`src/sv/mrf_pkg.sv`:
```
// shared types and constants for the message ring fifo
`default_nettype none

package mrf_pkg;

	localparam int unsigned POOL_BYTES_DEF   = 16384;
	localparam int unsigned HEADER_BYTES_DEF = 8;

	localparam int unsigned BYTE_W    = 8;
	localparam int unsigned LEN_W     = 14;
	localparam int unsigned FILL_W    = 14;
	localparam int unsigned OP_W      = 2;
	localparam int unsigned S_TDATA_W = 24;
	localparam int unsigned S_TUSER_W = 2;
	localparam int unsigned M_TDATA_W = 40;
	localparam int unsigned M_TUSER_W = 2;

	typedef enum logic [OP_W-1:0] {
		OP_SEND_START = 2'd0,
		OP_SEND_BYTE  = 2'd1,
		OP_RECV       = 2'd2
	} opcode_t;

	typedef struct packed {
		logic              accepted;
		logic [BYTE_W-1:0] data_byte;
		logic              first_of_message;
		logic              last_of_message;
		logic [LEN_W-1:0]  received_length;
		logic [FILL_W-1:0] fill_level;
	} res_t;

endpackage

`default_nettype wire

```
`src/sv/mrf_ctrl.sv`:
```
// pointer state and item sequencer around the byte ring
`default_nettype none

module mrf_ctrl
	import mrf_pkg::*;
#(
	parameter int unsigned POOL_BYTES   = POOL_BYTES_DEF,
	parameter int unsigned HEADER_BYTES = HEADER_BYTES_DEF,
	parameter int unsigned PW           = $clog2(POOL_BYTES_DEF)
) (
	input  wire logic              clk,
	input  wire logic              arst_n,
	input  wire logic              in_valid,
	output logic                   in_ready,
	input  wire opcode_t           opcode,
	input  wire logic [BYTE_W-1:0] payload_byte,
	input  wire logic [LEN_W-1:0]  message_length,
	input  wire logic              room,
	output logic                   res_valid,
	output res_t                   res,
	output logic                   mem_we,
	output logic      [PW-1:0]     mem_waddr,
	output logic      [BYTE_W-1:0] mem_wdata,
	output logic      [PW-1:0]     mem_raddr,
	input  wire logic [BYTE_W-1:0] mem_rdata
);

	localparam int unsigned NW = ((PW > LEN_W) ? PW : LEN_W) + 2;
	localparam logic [PW:0]   POOL_P = (PW+1)'(POOL_BYTES);
	localparam logic [PW-1:0] ONE    = PW'(1);
	localparam logic [PW-1:0] HDR    = PW'(HEADER_BYTES);
	localparam logic [PW-1:0] HDR1   = PW'(HEADER_BYTES + 1);

	typedef enum logic [4:0] {
		ST_IDLE    = 5'b00001,
		ST_HDR_WR  = 5'b00010,
		ST_HDR_RD1 = 5'b00100,
		ST_HDR_RD2 = 5'b01000,
		ST_RD_DATA = 5'b10000
	} state_t;

	// modular add, n below the pool size
	function automatic logic [PW-1:0] ring_add(input logic [PW-1:0] p, input logic [PW-1:0] n);
		logic [PW:0] t;
		t = {1'b0, p} + {1'b0, n};
		if (t >= POOL_P) begin
			t = t - POOL_P;
		end
		return t[PW-1:0];
	endfunction

	// bytes from r up to c around the ring
	function automatic logic [PW-1:0] ring_dist(input logic [PW-1:0] c, input logic [PW-1:0] r);
		logic [PW:0] t;
		if (c >= r) begin
			t = {1'b0, c} - {1'b0, r};
		end else begin
			t = {1'b0, c} + POOL_P - {1'b0, r};
		end
		return t[PW-1:0];
	endfunction

	state_t            state_q, state_d;
	logic [PW-1:0]     cwp_q, cwp_d;
	logic [PW-1:0]     swp_q, swp_d;
	logic [PW-1:0]     rp_q, rp_d;
	logic [LEN_W-1:0]  sleft_q, sleft_d;
	logic              sip_q, sip_d;
	logic [LEN_W-1:0]  rleft_q, rleft_d;
	logic [LEN_W-1:0]  rml_q, rml_d;
	logic              rip_q, rip_d;
	logic [LEN_W-1:0]  len_q, len_d;
	logic              first_q, first_d;
	logic              last_q, last_d;
	logic [BYTE_W-1:0] hb0_q;
	logic              accept;
	logic [NW-1:0]     need;
	logic              fits;
	logic [LEN_W-1:0]  hdr_len;

	assign in_ready = (state_q == ST_IDLE) && room;
	assign accept   = in_valid && in_ready;

	// room check keeps one byte free
	assign need = NW'(ring_dist(cwp_q, rp_q)) + NW'(HEADER_BYTES) + NW'(message_length);
	assign fits = need < NW'(POOL_BYTES);

	assign hdr_len = {mem_rdata[LEN_W-BYTE_W-1:0], hb0_q};

	always_comb begin
		state_d   = state_q;
		cwp_d     = cwp_q;
		swp_d     = swp_q;
		rp_d      = rp_q;
		sleft_d   = sleft_q;
		sip_d     = sip_q;
		rleft_d   = rleft_q;
		rml_d     = rml_q;
		rip_d     = rip_q;
		len_d     = len_q;
		first_d   = first_q;
		last_d    = last_q;
		res_valid = 1'b0;
		res       = '0;
		mem_we    = 1'b0;
		mem_waddr = swp_q;
		mem_wdata = '0;
		mem_raddr = rp_q;
		case (state_q)
			ST_IDLE: begin
				if (accept) begin
					case (opcode)
						OP_SEND_START: begin
							sip_d   = 1'b0;
							sleft_d = '0;
							swp_d   = cwp_q;
							if (fits) begin
								mem_we    = 1'b1;
								mem_waddr = cwp_q;
								mem_wdata = message_length[BYTE_W-1:0];
								len_d     = message_length;
								state_d   = ST_HDR_WR;
							end else begin
								res_valid = 1'b1;
							end
						end
						OP_SEND_BYTE: begin
							res_valid = 1'b1;
							if (sip_q) begin
								res.accepted = 1'b1;
								mem_we       = 1'b1;
								mem_waddr    = swp_q;
								mem_wdata    = payload_byte;
								swp_d        = ring_add(swp_q, ONE);
								sleft_d      = sleft_q - LEN_W'(1);
								if (sleft_q == LEN_W'(1)) begin
									cwp_d = ring_add(swp_q, ONE);
									sip_d = 1'b0;
								end
							end
						end
						OP_RECV: begin
							if (rip_q) begin
								mem_raddr = rp_q;
								rp_d      = ring_add(rp_q, ONE);
								rleft_d   = rleft_q - LEN_W'(1);
								first_d   = 1'b0;
								last_d    = (rleft_q == LEN_W'(1));
								if (rleft_q == LEN_W'(1)) begin
									rip_d = 1'b0;
								end
								state_d   = ST_RD_DATA;
							end else if (rp_q != cwp_q) begin
								mem_raddr = rp_q;
								state_d   = ST_HDR_RD1;
							end else begin
								res_valid = 1'b1;
							end
						end
						default: begin
							res_valid = 1'b1;
						end
					endcase
				end
			end
			ST_HDR_WR: begin
				mem_we       = 1'b1;
				mem_waddr    = ring_add(cwp_q, ONE);
				mem_wdata    = BYTE_W'(len_q[LEN_W-1:BYTE_W]);
				swp_d        = ring_add(cwp_q, HDR);
				if (len_q == '0) begin
					cwp_d = ring_add(cwp_q, HDR);
				end else begin
					sleft_d = len_q;
					sip_d   = 1'b1;
				end
				res_valid    = 1'b1;
				res.accepted = 1'b1;
				state_d      = ST_IDLE;
			end
			ST_HDR_RD1: begin
				mem_raddr = ring_add(rp_q, ONE);
				state_d   = ST_HDR_RD2;
			end
			ST_HDR_RD2: begin
				if (hdr_len == '0) begin
					rp_d                 = ring_add(rp_q, HDR);
					res_valid            = 1'b1;
					res.accepted         = 1'b1;
					res.first_of_message = 1'b1;
					res.last_of_message  = 1'b1;
					state_d              = ST_IDLE;
				end else begin
					mem_raddr = ring_add(rp_q, HDR);
					rp_d      = ring_add(rp_q, HDR1);
					rleft_d   = hdr_len - LEN_W'(1);
					rml_d     = hdr_len;
					first_d   = 1'b1;
					last_d    = (hdr_len == LEN_W'(1));
					rip_d     = (hdr_len != LEN_W'(1));
					state_d   = ST_RD_DATA;
				end
			end
			ST_RD_DATA: begin
				res_valid            = 1'b1;
				res.accepted         = 1'b1;
				res.data_byte        = mem_rdata;
				res.first_of_message = first_q;
				res.last_of_message  = last_q;
				res.received_length  = rml_q;
				state_d              = ST_IDLE;
			end
			default: begin
				state_d = ST_IDLE;
			end
		endcase
		res.fill_level = FILL_W'(ring_dist(cwp_d, rp_d));
	end

	always_ff @(posedge clk or negedge arst_n) begin
		if (!arst_n) begin
			state_q <= ST_IDLE;
			cwp_q   <= '0;
			swp_q   <= '0;
			rp_q    <= '0;
			sleft_q <= '0;
			sip_q   <= 1'b0;
			rleft_q <= '0;
			rml_q   <= '0;
			rip_q   <= 1'b0;
		end else begin
			state_q <= state_d;
			cwp_q   <= cwp_d;
			swp_q   <= swp_d;
			rp_q    <= rp_d;
			sleft_q <= sleft_d;
			sip_q   <= sip_d;
			rleft_q <= rleft_d;
			rml_q   <= rml_d;
			rip_q   <= rip_d;
		end
	end

	always_ff @(posedge clk) begin
		len_q   <= len_d;
		first_q <= first_d;
		last_q  <= last_d;
		if (state_q == ST_HDR_RD1) begin
			hb0_q <= mem_rdata;
		end
	end

endmodule

`default_nettype wire

```
`config.mk`:
```
export PLATFORM = sky130hd
export DESIGN_NAME = mrf_ctrl
export DESIGN_NICKNAME = d
export VERILOG_FILES = /design/src/sv/mrf_pkg.sv /design/src/sv/mrf_ctrl.sv
export SDC_FILE = /design/constraint.sdc
export NUM_CORES = 1
export LEC_CHECK = 0
export ABC_AREA = 1
export BUFFER_PORTS_ARGS = -buffer_cell sky130_fd_sc_hd__buf_4
export CAP_MARGIN = 10
export CORE_ASPECT_RATIO = 1.2
export CORE_MARGIN = 2
export CORE_UTILIZATION = 45
export DETAILED_ROUTE_END_ITERATION = 12
export GPL_ROUTABILITY_DRIVEN = 0
export PLACE_DENSITY = 0.74
export SYNTH_ARGS = -nofsm -noshare
export SYNTH_HDL_FRONTEND = slang
export SYNTH_SLANG_ARGS = --single-unit
```
`constraint.sdc`:
```
create_clock -name clk -period 5 [get_ports clk]
set_input_delay 0.25 -clock clk [delete_from_list [all_inputs] [get_ports clk]]
set_output_delay 0.25 -clock clk [all_outputs]
set_load 0.05 [all_outputs]
```
==> metrics.md <==
| Metric | Value |
|---|---|
| Final setup margin | `203 ps` |
| Synth area leader | `dfrtp_1` |
| Die area | `24000 um^2` |
| Clk root buf | `clkbuf_16` |
| Post-route cell area | `12100 um^2` |
| Arr. time, crit path | `4550 ps` |
| Final net count | `1736` |
| Vias in the first global route | `10600` |
| Placed Cells incl. Taps | `1891` |
| Cell count after synthesis | `1524` |
| Worst Tran Pin Value | `1090 ps` |
| Hpwl dp | `25500 um` |
| Ant diodes | `0` |
| Reg-to-Reg Start | `rp_q[3]$_DFF_PN0_` |
| CTS buffer count | `17` |
| 1st-pass router iterations | `6` |
| Detailed Route WL | `33500 um` |
| # IOs | `114` |
| DR iter-0 viols | `1087` |
| Clock sink count | `115` |
| Post-synthesis area per instance | `6.71 um^2` |
| Initial antenna violation count | `0` |
| Grt ovf | `0` |
| Post-route clock period utilization | `95.9%` |
| Critical-path top delay cell | `ha_1` |
| Post-CTS setup buffers | `0` |
| Leakage | `5.87 nW` |
| Fin. Hold Viols | `0` |
| WHS Path Cells | `1` |
| Global-route wire length before repair | `52600 um` |
| Status | `complete, no violations` |
| Die height | `169 um` |
| Routed Antenna Nets | `0` |
| Setup crit start kind | `flop` |
| Worst-Skew Late Latency | `430 ps` |
| Clock H-tree levels | `4` |
| Avg Vias per Cell | `5.73` |
| IO Port Bufs | `113` |
| Hold/Removal Path Class | `primary input to flop` |
| Endpoint type of the worst setup path | `output pin` |
| CP max stage delay | `470 ps` |
| Final Setup Violations | `0` |
| Number of max-cap violations | `0` |
| Die width | `142 um` |
| Dpl cell area | `11400 um^2` |
| Hold EP | `len_q[11]$_DFFE_PP_` |
| Core Box Area | `22400 um^2` |
| Top-count cell post-synth | `nand2_1` |
| Top-area cell type share of the netlist area | `22.0%` |
| Final Non-Filler Cells | `1927` |
| RR Endpoint | `len_q[1]$_DFFE_PP_` |
| Path depth of the worst reg2reg path | `18` |
| Synth cell types | `53` |
| Starting Density | `45.7%` |
| Total global-route track usage | `27.6%` |
| Worst Setup Path Type | `flop to output pin` |
| FFs w/ async S/R, synth | `79.1%` |
| Filler cell count | `2198` |
| FP Rows | `60` |
| Synth warn | `0` |
| Fmax | `0.208 GHz` |
| CTS tree | `done` |
| Max_slew headroom | `27.1%` |
| Post-Syn Nets | `1625` |
| DP Worst Slack | `444 ps` |
| Commonest cells post-synth | `nand2_1 (359), inv_1 (224), nor2_1 (141)` |
| Largest net degree at the start of global routing | `54` |
| Leading register cell type out of synthesis | `dfrtp_1` |
| Hold path startpoint | `message_length[11]` |
| CP cell instances | `nor2_4, nand4_1, buf_4, inv_2, nor2_2, clkinv_2, nand2_1, a21oi_4, inv_2, nand2_1, o221ai_1, ha_1, a21o_1, a21oi_1, o21ai_0, a31oi_1, nand3_1, nand2_1, buf_4` |
| EDFF count, synth | `24` |
| Final max-slew violation count | `0` |
| Power Density | `631 nW/um^2` |
| Synth top area cells | `dfrtp_1 (22%), nand2_1 (13%), inv_1 (8.2%)` |
| Number of synthesized register bits | `115` |
| Register area share after synthesis | `29.3%` |
| Vias | `11000` |
| Crit-path max FO | `18` |
| DRC errors left | `0` |
| Layout cells sized above 1 | `13.7%` |
| Clk buf depth | `2` |
| CP required | `4750 ps` |
| Routed len/inst | `17.4 um` |
| Reg clk slew, reported paths | `60 ps` |
| Min Tclk post-route | `4800 ps` |
| P&R area growth vs syn | `17.9%` |
| Worst path most repeated cell | `nand2_1` |
| Cell area after synthesis | `10200 um^2` |
| Flop2flop setup slack | `1080 ps` |
| Post-Route Skew | `12.3 ps` |
| Maximum vdd drop | `427 uV` |
worst max-delay path by stage:
stage | from | to | slack, ps | depth (start not counted)
finish | state_q[2]$_DFFE_PN0P_ | res[13] | 200 | 19
floorplan | rp_q[3]$_DFF_PN0_ | mem_wdata[6] | 630 | 22
detailed placement | rp_q[3]$_DFF_PN0_ | mem_wdata[2] | 440 | 25
global route | rp_q[3]$_DFF_PN0_ | mem_wdata[2] | -30 | 25
global placement | opcode[0] | res[13] | 590 | 18
CTS | rp_q[4]$_DFF_PN0_ | mem_wdata[2] | 30 | 25
kinds of logic after synthesis:
logic type,synth area share [%]
compound gates,17.2
buf+inv,10.7
simple gates,29.0
flops,29.3
fa+ha+maj,8.10
xor+xnor,5.74
area by class of cell:
cell class	instances	area, um^2	share of cell area (%)
clock buffers	17	425	3.53
flip-flops and latches	115	3000	24.9
well taps	279	349	2.90
clock inverters	15	159	1.32
multi-input cells	1128	6200	51.4
inverters	240	911	7.56
repair buffers	133	1010	8.38
report_power, final:
group          internal (mW)  switching, mW  total (mW)  leakage, nW
sequential              1.21          0.245        1.45         1.38
clock                  0.668          0.552        1.22        0.282
combinational           1.47           3.45        4.93         4.21
total                   3.35           4.25        7.60         5.87
stage by stage:
stage / power, mW / hold slack (ps) / TNS (ps) / util [%]
after floorplan: 4.93 / -45.6 / 0 / -
after global placement: 6.16 / 289 / 0 / 50.8
after detailed placement: 6.23 / 295 / 0 / 50.8
after CTS: 7.48 / 0.420 / 0 / 53.5
after global routing: 8.11 / 6.30 / -49.4 / 53.9
final: 7.60 / 13.4 / 0 / 53.9
flip-flops by register name, indices dropped and copies added, names as in the netlist, 5 cells and up:
| name | flops |
|---|---|
| cwp_q | 14 |
| hb0_q | 8 |
| len_q | 14 |
| rleft_q | 14 |
| rml_q | 14 |
| rp_q | 14 |
| sleft_q | 14 |
| state_q | 5 |
| swp_q | 14 |
metal layers:
metal | global-route usage [%] | part of all wire (%) | wire length [um] | vias to the layer above
li1 | - | - | - | 5266
met1 | 33.6 | 39 | 13200 | 5055
met2 | 46.7 | 48 | 16000 | 588
met3 | 5.36 | 8.2 | 2740 | 127
met4 | 13.7 | 4.6 | 1550 | 0
met5 | 0 | 0 | 0 | -
repair_timing:
action	4_1_cts	5_1_grt
hold buffers	2	1
pin swaps	0	2
gates cloned	0	1
gates resized for setup	2	24
hold endpoints to repair	39	1
endpoints found under the setup margin	21	28
critical path, delay by kind of cell (launching register included):
kind                     cells  cell delay, ps
AND/OR/NAND/NOR              7             890
AO/OA/AOI/OAI                6            1300
adder cells (fa/ha/maj)      1             470
flip-flops                   1             420
buffers and inverters        5            1010
cells in the final DEF, fill, tap and decap left out, types with 23 or more instances in the layout:
master	netlist	final
inv_1	224	224
dfrtp_1	90	87
nand4_1	23	23
xor2_1	58	58
buf_4	2	129
nand2_1	359	359
nor2_1	141	139
o21ai_0	138	136
ha_1	63	61
nand3_1	114	113
edfxtp_1	24	24
a21oi_1	74	70
Power figures use the tool's default switching activity.
